[src/design/grid_min_path_sum_macros.svh]
// Assertion macros shared by the grid minimum path sum design.
`ifndef GRID_MIN_PATH_SUM_MACROS_SVH
`define GRID_MIN_PATH_SUM_MACROS_SVH

`ifndef ASSERT_OFF

// Checked on every rising edge outside reset.
`define GMPS_ASSERT(name, clk, rst, prop, msg) \
   name: assert property (@(posedge clk) disable iff (rst) prop) else $error(msg);

// Checked on every rising edge, reset included.
`define GMPS_ASSERT_ALWAYS(name, clk, prop, msg) \
   name: assert property (@(posedge clk) prop) else $error(msg);

`else

`define GMPS_ASSERT(name, clk, rst, prop, msg)
`define GMPS_ASSERT_ALWAYS(name, clk, prop, msg)

`endif

`endif

[src/design/gmps_pkg.sv]
// Shared constants and types of the grid minimum path sum design.
`default_nettype none

package gmps_pkg;

   localparam int DEF_MAX_COLUMNS = 64;
   localparam int DEF_SUM_BITS    = 24;
   localparam int DEF_COST_BITS   = 10;

   localparam int ROWS_BITS      = 11;
   localparam int COLS_BITS      = 7;
   localparam int ROW_INDEX_BITS = 10;
   localparam int ROW_LIMIT      = 1024;
   localparam int CSR_DATA_BITS  = 11;
   localparam int CSR_INDEX_BITS = 2;

   localparam logic [CSR_INDEX_BITS-1:0] CSR_NUM_ROWS    = 2'd0;
   localparam logic [CSR_INDEX_BITS-1:0] CSR_NUM_COLUMNS = 2'd1;

   localparam logic [ROWS_BITS-1:0] NUM_ROWS_RESET    = 11'd1;
   localparam logic [COLS_BITS-1:0] NUM_COLUMNS_RESET = 7'd64;

   typedef struct packed {
      logic first_row;
      logic has_left;
      logic has_right;
      logic last_col;
      logic done;
   } cell_flags_type;

endpackage

`default_nettype wire

[src/design/grid_min_path_sum.sv]
// A cost transfer passes the cell stage and then the result register, and each cell reads two
// row-memory entries at once. One cost transfer per cycle unless a held result blocks the stage.
// The result register lets a new transfer in while a finished result waits on rsp_ready.
// Reset is synchronous: it sets num_rows to 1 and num_columns to 64 and restarts the grid.
// The row memory is not cleared; the first row of each grid ignores what it reads from it.
`default_nettype none

module grid_min_path_sum #(
   parameter int MAX_COLUMNS = gmps_pkg::DEF_MAX_COLUMNS,
   parameter int SUM_BITS    = gmps_pkg::DEF_SUM_BITS,
   parameter int COST_BITS   = gmps_pkg::DEF_COST_BITS
) (
   input  wire logic                                clock,
   input  wire logic                                reset,
   input  wire logic                                csr_write_enable,
   input  wire logic [gmps_pkg::CSR_INDEX_BITS-1:0] csr_index,
   input  wire logic [gmps_pkg::CSR_DATA_BITS-1:0]  csr_write_data,
   input  wire logic                                req_valid,
   output logic                                     req_ready,
   input  wire logic [COST_BITS-1:0]                req_cell_cost,
   output logic                                     rsp_valid,
   input  wire logic                                rsp_ready,
   output logic [SUM_BITS-1:0]                      rsp_cell_sum,
   output logic [SUM_BITS-1:0]                      rsp_best_total,
   output logic                                     rsp_grid_done
);

   localparam int AW = (MAX_COLUMNS > 1) ? $clog2(MAX_COLUMNS) : 1;

   logic                     accept;
   logic [AW-1:0]            col_index;
   logic [AW-1:0]            right_index;
   gmps_pkg::cell_flags_type cell_flags;
   logic                     write_enable;
   logic [AW-1:0]            write_addr;
   logic [SUM_BITS-1:0]      write_data;
   logic [SUM_BITS-1:0]      old_here;
   logic [SUM_BITS-1:0]      old_right;

   assign accept = req_valid && req_ready;

   gmps_ctrl #(
      .MAX_COLUMNS (MAX_COLUMNS)
   ) u_ctrl (
      .clock            (clock),
      .reset            (reset),
      .csr_write_enable (csr_write_enable),
      .csr_index        (csr_index),
      .csr_write_data   (csr_write_data),
      .accept           (accept),
      .col_index        (col_index),
      .right_index      (right_index),
      .cell_flags       (cell_flags)
   );

   gmps_row_mem #(
      .MAX_COLUMNS (MAX_COLUMNS),
      .SUM_BITS    (SUM_BITS)
   ) u_row_mem (
      .clock        (clock),
      .write_enable (write_enable),
      .write_addr   (write_addr),
      .write_data   (write_data),
      .read_enable  (accept),
      .read_addr0   (col_index),
      .read_addr1   (right_index),
      .read_data0   (old_here),
      .read_data1   (old_right)
   );

   gmps_datapath #(
      .MAX_COLUMNS (MAX_COLUMNS),
      .SUM_BITS    (SUM_BITS),
      .COST_BITS   (COST_BITS)
   ) u_datapath (
      .clock          (clock),
      .reset          (reset),
      .accept         (accept),
      .cell_cost      (req_cell_cost),
      .cell_flags     (cell_flags),
      .col_index      (col_index),
      .old_here       (old_here),
      .old_right      (old_right),
      .rsp_ready      (rsp_ready),
      .req_ready      (req_ready),
      .write_enable   (write_enable),
      .write_addr     (write_addr),
      .write_data     (write_data),
      .rsp_valid      (rsp_valid),
      .rsp_cell_sum   (rsp_cell_sum),
      .rsp_best_total (rsp_best_total),
      .rsp_grid_done  (rsp_grid_done)
   );

endmodule

`default_nettype wire

[src/design/gmps_ctrl.sv]
// Configuration registers and grid position counters.
`default_nettype none
`include "grid_min_path_sum_macros.svh"

module gmps_ctrl #(
   parameter int MAX_COLUMNS = gmps_pkg::DEF_MAX_COLUMNS,
   localparam int AW = (MAX_COLUMNS > 1) ? $clog2(MAX_COLUMNS) : 1,
   localparam int CW = $clog2(MAX_COLUMNS + 1)
) (
   input  wire logic                                  clock,
   input  wire logic                                  reset,
   input  wire logic                                  csr_write_enable,
   input  wire logic [gmps_pkg::CSR_INDEX_BITS-1:0]   csr_index,
   input  wire logic [gmps_pkg::CSR_DATA_BITS-1:0]    csr_write_data,
   input  wire logic                                  accept,
   output logic [AW-1:0]                              col_index,
   output logic [AW-1:0]                              right_index,
   output gmps_pkg::cell_flags_type                   cell_flags
);

   logic [gmps_pkg::ROWS_BITS-1:0]      num_rows_ff, num_rows_in;
   logic [gmps_pkg::COLS_BITS-1:0]      num_columns_ff, num_columns_in;
   logic [AW-1:0]                       col_ff, col_in;
   logic [gmps_pkg::ROW_INDEX_BITS-1:0] row_ff, row_in;
   logic [gmps_pkg::ROWS_BITS-1:0]      eff_rows;
   logic [CW-1:0]                       eff_cols;
   logic [CW-1:0]                       col_plus;
   logic                                csr_hit;
   gmps_pkg::cell_flags_type            flags;

   always_comb begin
      if (num_rows_ff == '0) begin
         eff_rows = gmps_pkg::ROWS_BITS'(1);
      end else if (32'(num_rows_ff) > gmps_pkg::ROW_LIMIT) begin
         eff_rows = gmps_pkg::ROWS_BITS'(gmps_pkg::ROW_LIMIT);
      end else begin
         eff_rows = num_rows_ff;
      end

      if (num_columns_ff == '0) begin
         eff_cols = CW'(1);
      end else if (32'(num_columns_ff) > MAX_COLUMNS) begin
         eff_cols = CW'(MAX_COLUMNS);
      end else begin
         eff_cols = CW'(num_columns_ff);
      end

      col_plus        = CW'(col_ff) + CW'(1);
      flags.first_row = (row_ff == '0);
      flags.has_left  = (col_ff != '0);
      flags.has_right = (col_plus < eff_cols);
      flags.last_col  = (col_plus == eff_cols);
      flags.done      = flags.last_col &&
                        ((gmps_pkg::ROWS_BITS'(row_ff) + gmps_pkg::ROWS_BITS'(1)) >= eff_rows);

      csr_hit = csr_write_enable &&
                (csr_index == gmps_pkg::CSR_NUM_ROWS || csr_index == gmps_pkg::CSR_NUM_COLUMNS);

      num_rows_in    = num_rows_ff;
      num_columns_in = num_columns_ff;
      col_in         = col_ff;
      row_in         = row_ff;

      if (csr_write_enable && csr_index == gmps_pkg::CSR_NUM_ROWS) begin
         num_rows_in = csr_write_data;
      end
      if (csr_write_enable && csr_index == gmps_pkg::CSR_NUM_COLUMNS) begin
         num_columns_in = gmps_pkg::COLS_BITS'(csr_write_data);
      end

      if (csr_hit) begin
         col_in = '0;
         row_in = '0;
      end else if (accept) begin
         if (flags.done) begin
            col_in = '0;
            row_in = '0;
         end else if (flags.last_col) begin
            col_in = '0;
            row_in = row_ff + gmps_pkg::ROW_INDEX_BITS'(1);
         end else begin
            col_in = AW'(col_plus);
         end
      end
   end

   always_ff @(posedge clock) begin
      if (reset) begin
         num_rows_ff    <= gmps_pkg::NUM_ROWS_RESET;
         num_columns_ff <= gmps_pkg::NUM_COLUMNS_RESET;
         col_ff         <= '0;
         row_ff         <= '0;
      end else begin
         num_rows_ff    <= num_rows_in;
         num_columns_ff <= num_columns_in;
         col_ff         <= col_in;
         row_ff         <= row_in;
      end
   end

   assign col_index   = col_ff;
   assign right_index = col_ff + AW'(1);
   assign cell_flags  = flags;

   `GMPS_ASSERT(a_col_in_range, clock, reset, CW'(col_ff) < eff_cols, "Column index beyond row width")
   `GMPS_ASSERT(a_row_in_range, clock, reset, gmps_pkg::ROWS_BITS'(row_ff) < eff_rows, "Row index beyond grid height")
   `GMPS_ASSERT_ALWAYS(a_csr_restarts_grid, clock, csr_hit || reset |=> col_ff == '0 && row_ff == '0, "Grid position not restarted")

endmodule

`default_nettype wire

[src/design/gmps_row_mem.sv]
// Row memory of previous-row sums with two registered read ports and write bypass.
`default_nettype none

module gmps_row_mem #(
   parameter int MAX_COLUMNS = gmps_pkg::DEF_MAX_COLUMNS,
   parameter int SUM_BITS    = gmps_pkg::DEF_SUM_BITS,
   localparam int AW = (MAX_COLUMNS > 1) ? $clog2(MAX_COLUMNS) : 1
) (
   input  wire logic                clock,
   input  wire logic                write_enable,
   input  wire logic [AW-1:0]       write_addr,
   input  wire logic [SUM_BITS-1:0] write_data,
   input  wire logic                read_enable,
   input  wire logic [AW-1:0]       read_addr0,
   input  wire logic [AW-1:0]       read_addr1,
   output logic [SUM_BITS-1:0]      read_data0,
   output logic [SUM_BITS-1:0]      read_data1
);

   logic [SUM_BITS-1:0] row_sums_ff [MAX_COLUMNS];
   logic [SUM_BITS-1:0] read_data0_ff;
   logic [SUM_BITS-1:0] read_data1_ff;

   always_ff @(posedge clock) begin
      if (write_enable) begin
         row_sums_ff[write_addr] <= write_data;
      end
   end

   // A sum written at the same edge as the read is passed straight through.
   always_ff @(posedge clock) begin
      if (read_enable) begin
         if (write_enable && write_addr == read_addr0) begin
            read_data0_ff <= write_data;
         end else begin
            read_data0_ff <= row_sums_ff[read_addr0];
         end
         if (write_enable && write_addr == read_addr1) begin
            read_data1_ff <= write_data;
         end else begin
            read_data1_ff <= row_sums_ff[read_addr1];
         end
      end
   end

   assign read_data0 = read_data0_ff;
   assign read_data1 = read_data1_ff;

endmodule

`default_nettype wire

[src/design/gmps_datapath.sv]
// Cell stage and result register: neighbor minimum, saturating add, row minimum.
`default_nettype none
`include "grid_min_path_sum_macros.svh"

module gmps_datapath #(
   parameter int MAX_COLUMNS = gmps_pkg::DEF_MAX_COLUMNS,
   parameter int SUM_BITS    = gmps_pkg::DEF_SUM_BITS,
   parameter int COST_BITS   = gmps_pkg::DEF_COST_BITS,
   localparam int AW = (MAX_COLUMNS > 1) ? $clog2(MAX_COLUMNS) : 1,
   localparam int ADD_BITS = ((SUM_BITS > COST_BITS) ? SUM_BITS : COST_BITS) + 1
) (
   input  wire logic                     clock,
   input  wire logic                     reset,
   input  wire logic                     accept,
   input  wire logic [COST_BITS-1:0]     cell_cost,
   input  wire gmps_pkg::cell_flags_type cell_flags,
   input  wire logic [AW-1:0]            col_index,
   input  wire logic [SUM_BITS-1:0]      old_here,
   input  wire logic [SUM_BITS-1:0]      old_right,
   input  wire logic                     rsp_ready,
   output logic                          req_ready,
   output logic                          write_enable,
   output logic [AW-1:0]                 write_addr,
   output logic [SUM_BITS-1:0]           write_data,
   output logic                          rsp_valid,
   output logic [SUM_BITS-1:0]           rsp_cell_sum,
   output logic [SUM_BITS-1:0]           rsp_best_total,
   output logic                          rsp_grid_done
);

   localparam logic [SUM_BITS-1:0] SUM_MAX = {SUM_BITS{1'b1}};

   logic                     stage_valid_ff, stage_valid_in;
   logic                     out_valid_ff, out_valid_in;
   logic [COST_BITS-1:0]     cost_ff;
   gmps_pkg::cell_flags_type flags_ff;
   logic [AW-1:0]            col_ff;
   logic [SUM_BITS-1:0]      left_old_ff, left_old_in;
   logic [SUM_BITS-1:0]      run_min_ff, run_min_in;
   logic [SUM_BITS-1:0]      out_sum_ff;
   logic [SUM_BITS-1:0]      out_best_ff;
   logic                     out_done_ff;
   logic                     advance;
   logic [SUM_BITS-1:0]      best;
   logic [ADD_BITS-1:0]      sum_wide;
   logic [SUM_BITS-1:0]      sum;
   logic [SUM_BITS-1:0]      row_min;

   always_comb begin
      advance   = stage_valid_ff && (!out_valid_ff || rsp_ready);
      req_ready = !stage_valid_ff || advance;

      if (flags_ff.first_row) begin
         best = '0;
      end else begin
         best = old_here;
         if (flags_ff.has_left && left_old_ff < best) begin
            best = left_old_ff;
         end
         if (flags_ff.has_right && old_right < best) begin
            best = old_right;
         end
      end

      sum_wide = ADD_BITS'(best) + ADD_BITS'(cost_ff);
      sum      = (sum_wide > ADD_BITS'(SUM_MAX)) ? SUM_MAX : SUM_BITS'(sum_wide);
      row_min  = (flags_ff.has_left && run_min_ff < sum) ? run_min_ff : sum;

      stage_valid_in = accept ? 1'b1 : (advance ? 1'b0 : stage_valid_ff);
      out_valid_in   = advance ? 1'b1 : (rsp_ready ? 1'b0 : out_valid_ff);
      left_old_in    = advance ? old_here : left_old_ff;
      run_min_in     = advance ? row_min : run_min_ff;
   end

   always_ff @(posedge clock) begin
      if (reset) begin
         stage_valid_ff <= 1'b0;
         out_valid_ff   <= 1'b0;
         left_old_ff    <= '0;
         run_min_ff     <= SUM_MAX;
      end else begin
         stage_valid_ff <= stage_valid_in;
         out_valid_ff   <= out_valid_in;
         left_old_ff    <= left_old_in;
         run_min_ff     <= run_min_in;
      end
   end

   always_ff @(posedge clock) begin
      if (accept) begin
         cost_ff  <= cell_cost;
         flags_ff <= cell_flags;
         col_ff   <= col_index;
      end
      if (advance) begin
         out_sum_ff  <= sum;
         out_best_ff <= flags_ff.done ? row_min : '0;
         out_done_ff <= flags_ff.done;
      end
   end

   assign write_enable   = advance;
   assign write_addr     = col_ff;
   assign write_data     = sum;
   assign rsp_valid      = out_valid_ff;
   assign rsp_cell_sum   = out_sum_ff;
   assign rsp_best_total = out_best_ff;
   assign rsp_grid_done  = out_done_ff;

   `GMPS_ASSERT(a_best_zero_unless_done, clock, reset, out_valid_ff && !out_done_ff |-> out_best_ff == '0, "Best total set on a cell that is not last")
   `GMPS_ASSERT(a_best_not_above_sum, clock, reset, out_valid_ff && out_done_ff |-> out_best_ff <= out_sum_ff, "Best total above the last cell sum")
   `GMPS_ASSERT(a_write_fills_output, clock, reset, write_enable |=> out_valid_ff && !stage_valid_ff || out_valid_ff, "Row write without a result")

endmodule

`default_nettype wire
[config.mk]
export PLATFORM = sky130hd
export DESIGN_NAME = grid_min_path_sum
export DESIGN_NICKNAME = d
export VERILOG_FILES = /design/src/design/gmps_pkg.sv /design/src/design/grid_min_path_sum.sv /design/src/design/gmps_ctrl.sv /design/src/design/gmps_row_mem.sv /design/src/design/gmps_datapath.sv
export VERILOG_INCLUDE_DIRS = /design/src /design/src/design
export SDC_FILE = /design/constraint.sdc
export NUM_CORES = 2
export LEC_CHECK = 0
export BUFFER_PORTS_ARGS = -buffer_cell sky130_fd_sc_hd__buf_4
export CAP_MARGIN = 15
export CORE_MARGIN = 4
export CORE_UTILIZATION = 34
export DETAILED_ROUTE_END_ITERATION = 10
export PLACE_DENSITY = 0.5
export SLEW_MARGIN = 25
export SYNTH_ARGS = -nofsm -noshare
export SYNTH_HDL_FRONTEND = slang
export SYNTH_HIERARCHICAL = 1
export SYNTH_SLANG_ARGS = --single-unit
[constraint.sdc]
create_clock -name clock -period 10.85 [get_ports clock]
set_input_delay 0.5425 -clock clock [delete_from_list [all_inputs] [get_ports clock]]
set_output_delay 0.5425 -clock clock [all_outputs]
set_load 0.05 [all_outputs]
### After elaboration in Yosys (flattened, before gate mapping)

Memories as Yosys holds them, arrays and structs flattened. A register that Yosys moved wholly into a read port is not among the register bits.
Index checks and enable logic that the tools add are counted.

| word-level totals | value |
|---|---|
| memories kept | 1 |
| bits in writable memories | 1536 |
| flip-flop bits (word level) | 153 |
| word-level logic and storage cells | 77 |

| cells by class | value |
|---|---|
| add/subtract/negate cells | 5 |
| eq/ne operators | 2 |
| magnitude comparators | 8 |
| muxes and demuxes | 20 |
| reductions and logical operators | 24 |

Memory list:

| name | depth | bits a word | rd ports | clocked after memory_dff | wr ports | line | text |
|---|---|---|---|---|---|---|---|
| u_row_mem.row_sums_ff | 64 | 24 | 2 | 2 | 1 | gmps_row_mem.sv:20 | `logic [SUM_BITS-1:0] row_sums_ff [MAX_COLUMNS];` |

Operator list:

| kind | number |
|---|---|
| two-way mux 24 bit | 6 |
| less-than comparator 24 bit | 3 |
| adder 24 x 10 -> 25 bit | 1 |
| > comparator 25 x 24 -> 1 bit, second input constant | 1 |
| two-way mux 11 bit | 2 |
| two-way mux 10 bit | 2 |
| two-way mux 7 bit | 2 |
| two-way mux 6 bit | 2 |
| adder 10 x 1 -> 11 bit, second input constant | 1 |
| greater-or-equal comparator 11 bit | 1 |
| > comparator 11 bit, second input constant | 1 |
| zero test 11 bit | 1 |
| adder 10 x 1 -> 10 bit, second input constant | 1 |
| zero test 10 bit | 1 |
| logical AND 1 bit | 9 |
| adder 6 x 1 -> 7 bit, second input constant | 1 |
| == test 7 bit | 1 |
| > comparator 7 bit, second input constant | 1 |
| zero test 7 bit | 1 |
| less-than comparator 7 bit | 1 |
| adder 6 x 1 -> 6 bit, second input constant | 1 |
| two-way mux 1 bit | 6 |
| nonzero test 2 bit | 3 |
| nonzero test 6 bit | 1 |
| other kinds (6) | 9 |

### Depth between registers and ports, before layout

| depth | value |
|---|---|
| word-level depth | 14 |
| gate-level depth with buffers | 54 |
| gate-level depth less buffers | 44 |

### By module

Netlist, hierarchy kept.

By module, submodules not included:

| module | cells an instance | sequential area each (um2) | instances | area each (um2) |
|---|---|---|---|---|
| gmps_row_mem | 4547 | 47565.6 | 1 | 74312.5 |
| gmps_datapath | 878 | 3072.9 | 1 | 7930.1 |
| gmps_ctrl | 249 | 680.7 | 1 | 2057.0 |
| grid_min_path_sum | 1 | 0.0 | 1 | 6.3 |

### Worst setup path after synthesis

Ideal clock, no wire load.

| timing | value |
|---|---|
| path kind | register to register |
| start point | register u_row_mem.read_data0_ff[10] (netlist: u_row_mem/read_data0[10]), read port of u_row_mem.row_sums_ff |
| end point | register u_datapath.out_best_ff[0] (netlist: u_datapath/rsp_best_total[0]) (data pin) |
| period minus slack after synthesis | 10.409 ns |
| setup slack | 0.441 ns |
| buffers on the path | 12 |
| arrival | 10.259 ns |
| library setup time | 0.150 ns |
| cell stages (with the launch flop) | 52 |
| cells stage by stage | edfxtp_1 inv_1 ha_1 a21o_1 a221o_1 and3_1 a211oi_4 and2_1 buf_6 buf_6 buf_2 buf_2 buf_1 nor2_1 a21oi_1 ha_1 and3_1 a221o_1 [... 16 more ...] o221ai_1 nand2b_1 buf_2 nand2_1 inv_1 ha_1 and4_1 o21ai_0 a2111oi_0 a21oi_1 o21ai_0 nor2_1 o211ai_1 nor2b_1 buf_6 buf_6 nand2_1 a21oi_1 |

| on the way | value |
|---|---|
| word-level cells in the longest chain between the ends | 14 |

Ends and longest elaborated chain:

| element | line | text |
|---|---|---|
| start: declaration | gmps_row_mem.sv:21 | `logic [SUM_BITS-1:0] read_data0_ff;` |
| less-than comparator 24 bit | gmps_datapath.sv:57 | `if (flags_ff.has_left && left_old_ff < best) begin` |
| logical AND 1 bit | gmps_datapath.sv:57 |  |
| two-way mux 24 bit * | gmps_datapath.sv:57 |  |
| two-way mux 24 bit * | gmps_datapath.sv:53 | `if (flags_ff.first_row) begin` |
| less-than comparator 24 bit | gmps_datapath.sv:60 | `if (flags_ff.has_right && old_right < best) begin` |
| logical AND 1 bit | gmps_datapath.sv:60 |  |
| two-way mux 24 bit * | gmps_datapath.sv:60 |  |
| two-way mux 24 bit * | gmps_datapath.sv:53 |  |
| adder 24 x 10 -> 25 bit * | gmps_datapath.sv:65 | `sum_wide = ADD_BITS'(best) + ADD_BITS'(cost_ff);` |
| > comparator 25 x 24 -> 1 bit | gmps_datapath.sv:66 | `sum = (sum_wide > ADD_BITS'(SUM_MAX)) ? SUM_MAX : SUM_BITS'(sum_wide);` |
| two-way mux 24 bit * | gmps_datapath.sv:66 |  |
| net write_data[7] | grid_min_path_sum.sv:36 | `logic [SUM_BITS-1:0] write_data;` |
| less-than comparator 24 bit * | gmps_datapath.sv:67 | `row_min = (flags_ff.has_left && run_min_ff < sum) ? run_min_ff : sum;` |
| logical AND 1 bit * | gmps_datapath.sv:67 |  |
| two-way mux 24 bit * | gmps_datapath.sv:67 |  |
| end signal: assignment | gmps_datapath.sv:97 | `out_best_ff <= flags_ff.done ? row_min : '0;` |
| end: declaration | gmps_datapath.sv:41 | `logic [SUM_BITS-1:0] out_best_ff;` |

The timed path passes the listed nets; every way through them passes the cells marked *. The select of a mux whose other input is x is not followed.
A chain may end at the register's enable or synchronous reset.

### Final worst setup path

| timing | value |
|---|---|
| start point | register u_row_mem.read_data0_ff[23] (netlist: u_row_mem/read_data0[23]), read port of u_row_mem.row_sums_ff |
| end point | register u_datapath.run_min_ff[16] |

| on the way | value |
|---|---|
| word-level cells in the longest chain between the ends | 14 |

Ends and longest elaborated chain:

| element | line | text |
|---|---|---|
| less-than comparator 24 bit | gmps_datapath.sv:57 |  |
| logical AND 1 bit | gmps_datapath.sv:57 |  |
| two-way mux 24 bit * | gmps_datapath.sv:57 |  |
| two-way mux 24 bit * | gmps_datapath.sv:53 |  |
| less-than comparator 24 bit | gmps_datapath.sv:60 |  |
| logical AND 1 bit | gmps_datapath.sv:60 |  |
| two-way mux 24 bit * | gmps_datapath.sv:60 |  |
| two-way mux 24 bit * | gmps_datapath.sv:53 |  |
| adder 24 x 10 -> 25 bit * | gmps_datapath.sv:65 |  |
| > comparator 25 x 24 -> 1 bit | gmps_datapath.sv:66 |  |
| two-way mux 24 bit * | gmps_datapath.sv:66 |  |
| less-than comparator 24 bit | gmps_datapath.sv:67 |  |
| logical AND 1 bit | gmps_datapath.sv:67 |  |
| two-way mux 24 bit * | gmps_datapath.sv:67 |  |
| end signal: assignment | gmps_datapath.sv:85 | `run_min_ff <= run_min_in;` |
| end: declaration | gmps_datapath.sv:39 | `logic [SUM_BITS-1:0] run_min_ff, run_min_in;` |

Mark *: on every way between the ends. The rest lies on a longest branch, timed or not. The select of a mux whose other input is x is not followed.

==> results.toml <==
[power_and_ir_drop]
vdd_drop_max_mv = 0.1477
comb_power_share_pct = 6.9
finalPower_mw = 14.77
pwr-share-clk_pct = 42.9
internal_power_mw = 11.23
seq_power_share_pct = 50.1
p_switching_mw = 3.544
p_per_area_nw_per_um2 = 154.6
switching_share_pct = 24.00
power_leakage_nw = 29.07

[layout]
final_cells = 9218
multi_input_area_um2 = 31280
ff_latch_area_um2 = 51330
final_util_pct = 38.78
final.fill_count = 22970
synthToLayoutAreaGrowth_pct = 13.33
drive_gt1_share_pct = 16.31
final_nets = 5874

[timing]
min_period_ns = 10.00
fin_ws_ns = 0.8459
slew_headroom_pct = 21.63
hold_viol_final = 0
tns_ns = 0
fin_crit_sh_pct = 92.20
finalMaxSlewViolations = 0
skew_ns = 0.04315
worst-slew-pin-transition_ns = 1.174
clock.fmax_mhz = 99.96
rsz0062_at_grt = "false"
setup_viol = 0

[yosys]
synth.avg_cell_area_um2 = 14.86
syn_inst = 5675
yosysMostFrequentCell = "edfxtp_1"
synth_area_um2 = 84310
ys_top_cells_by_area = "edfxtp_1 59%, mux2i_1 14%, mux4_2 7.1%, a22oi_1 4.2%, dfxtp_1 2.0%"
synth-edff-count = 1653
synth.top_cell.area_share_pct = 58.88
yosys_register_bits = 1737
synth_warnings = 6
yosys.area.top_type = "edfxtp_1"
synthTopCellsByCount = "1653 x edfxtp_1, 1154 x mux2i_1, 470 x a22oi_1, 264 x mux4_2, 248 x nand2_1"
yosysUniqueCellTypes = 88
syn-num-nets = 5805
ys_async_sr_fraction_pct = 0
ys.flop_type = "edfxtp_1"
ys_seq_area_share_pct = 60.87

[route]
drt-initial-drc-count = 6311
routed-via-count = 54420
wl_um = 302900
wl_per_cell_um = 32.86
vias_per_cell = 5.903
final_antenna_net_count = 0
drc_errors = 0
first_pass_iters = 6

[min_path]
hold_path.class = "in2reg"

[critical_path]
start_kind = "register"
cp_data_required_time_ns = 11.58
crit_family = "simple AND/OR/NAND/NOR gates"
crit_path_frequent_cell = "a21oi_1"
crit_arrival_ns = 10.73
cp-end-kind = "register"
r2r_setup_slack_ns = 0.85
slowest_stage = "a2111oi_1"
path_max_fanout = 38
crit_type = "reg2reg"
worst-path-buf-inv = 3
critPathMaxStageDelay_ns = 0.52

[cts]
cts_tree = "yes"
root_buffer = "clkbuf_16"
post_cts_buffers = 0
clkTransAtPathRegs_ns = 0.06
max-clock-path-buffers = 3
h-tree-depth = 4
cts_buffers = 191
worstSkewPairLatency_ns = 0.87
cts_num_sinks = 1737

[floorplan]
die_h_um = 506.0
start_util_pct = 34.22
core.rowCount = 182
core_area_um2 = 246400
die_w_um = 506.0
io_pins = 79
die_area_um2 = 256000

[place]
io_buffers = 78
dp_hpwl_um = 176900
globalplace.congestion = 0.8984
place_ws_ns = 0.6154
dp_cells = 8840

[global_routing]
gr-total-overflow = 0
antenna_found_initial = 8
grt_pass1_wl_um = 420700
grt_max_degree = 116
grt_pass1_vias = 54740
track_usage_pct = 22.94

[status]
status = "completed"

[run]
drv_cap = 0
==> cell type report <==
cell class	count	share of cell area, %
repair buffers	292	2.546
diodes	2	0.005238
clock buffers	246	5.283
multi-input cells	3450	32.74
clock inverters	107	1.067
well taps	3312	4.337
inverters	72	0.2947
flip-flops and latches	1737	53.73
==> cells by family (layout without fill, tap and decap cells) <==
kind of cell,Yosys count,in the layout,share of synthesized area (%)
simple gates,849,849,4.801
flops,1737,1737,60.87
buf+inv,488,717,2.806
other cells,0,2,0
xor+xnor,37,37,0.3844
mux,1426,1426,20.86
compound gates,1036,1036,8.752
fa+ha+maj,102,102,1.523
==> worst register-to-register path: cells and delay by family (launching register included) <==
family	cells	cell delay, ns
adder cells (fa/ha/maj)	4	1.25
multiplexers	1	0.24
AO/OA/AOI/OAI	18	3.68
flip-flops	1	0.40
buffers and inverters	3	0.30
AND/OR/NAND/NOR	17	3.97
==> sequential cells by signal (all words and copies together) (netlist names) <==
signal,cells
u_ctrl/num_rows_ff,11
u_datapath/cost_ff,10
u_datapath/left_old_ff,24
u_datapath/rsp_grid_done,1
u_ctrl/col_index,6
u_row_mem/read_data0,24
u_row_mem/row_sums_ff,1536
u_datapath/write_addr,6
u_datapath/stage_valid_ff,1
u_row_mem/read_data1,24
u_datapath/run_min_ff,24
u_datapath/rsp_valid,1
u_datapath/flags_ff,4
u_ctrl/num_columns_ff,7
u_datapath/rsp_cell_sum,24
u_datapath/rsp_best_total,24
u_ctrl/row_ff,10
==> repair_timing <==
action	CTS	global route
endpoints found under the setup margin	0	48
hold endpoints to repair	30	0
gates resized for setup	0	4
hold buffers	23	0
==> power by group through the flow <==
stage                     sequential [mW]  clock [mW]  combinational (mW)
after floorplan                      7.55           0               0.601
after global placement               7.55           0                1.00
after detailed placement             7.55           0                1.01
after CTS                            7.40        6.47                1.02
after global routing                 7.41        6.77                1.08
final                                7.41        6.34                1.02
==> cell usage in the layout (no fill, tap or decap), types with 101 or more instances in the layout <==
cell type / instances
edfxtp_1: 1653
mux2i_1: 1154
a22oi_1: 470
mux4_2: 264
buf_4: 255
nand2_1: 241
a21oi_1: 236
nand3_1: 205
clkbuf_16: 192
nor2_1: 128
ha_1: 101
==> layer usage <==
metal	vias to the layer above	global-route usage (%)	share of wire, %
li1	23020	-	-
met1	28760	29.36	40
met2	2113	38.24	48
met3	513	4.725	7.1
met4	4	8.841	4.1
met5	-	0	0.0089
==> worst paths after layout <==
check,from,to,cells after the start
hold reg to reg,u_ctrl/num_columns_ff[0]$_SDFFE_PP0P_,u_ctrl/num_columns_ff[0]$_SDFFE_PP0P_,2
setup / recovery,u_row_mem/read_data0[23]$_DFFE_PP_,u_datapath/run_min_ff[16]$_SDFFE_PP1P_,43
hold / removal,csr_index[1],u_ctrl/num_columns_ff[5]$_SDFFE_PP0P_,4
setup reg to reg,u_row_mem/read_data0[23]$_DFFE_PP_,u_datapath/run_min_ff[16]$_SDFFE_PP1P_,43
==> per-stage QoR <==
step | hold slack, ns | instance area, µm²
5_1_grt | 0.06961 | 95540
4_1_cts | 0.01628 | 95530
2_1_floorplan | 0.4361 | 84310
6_report | 0.09562 | 95540
3_3_place_gp | 0.4637 | 89170
3_5_place_dp | 0.4687 | 89230
Note: power is estimated with default switching activity, not from simulation.
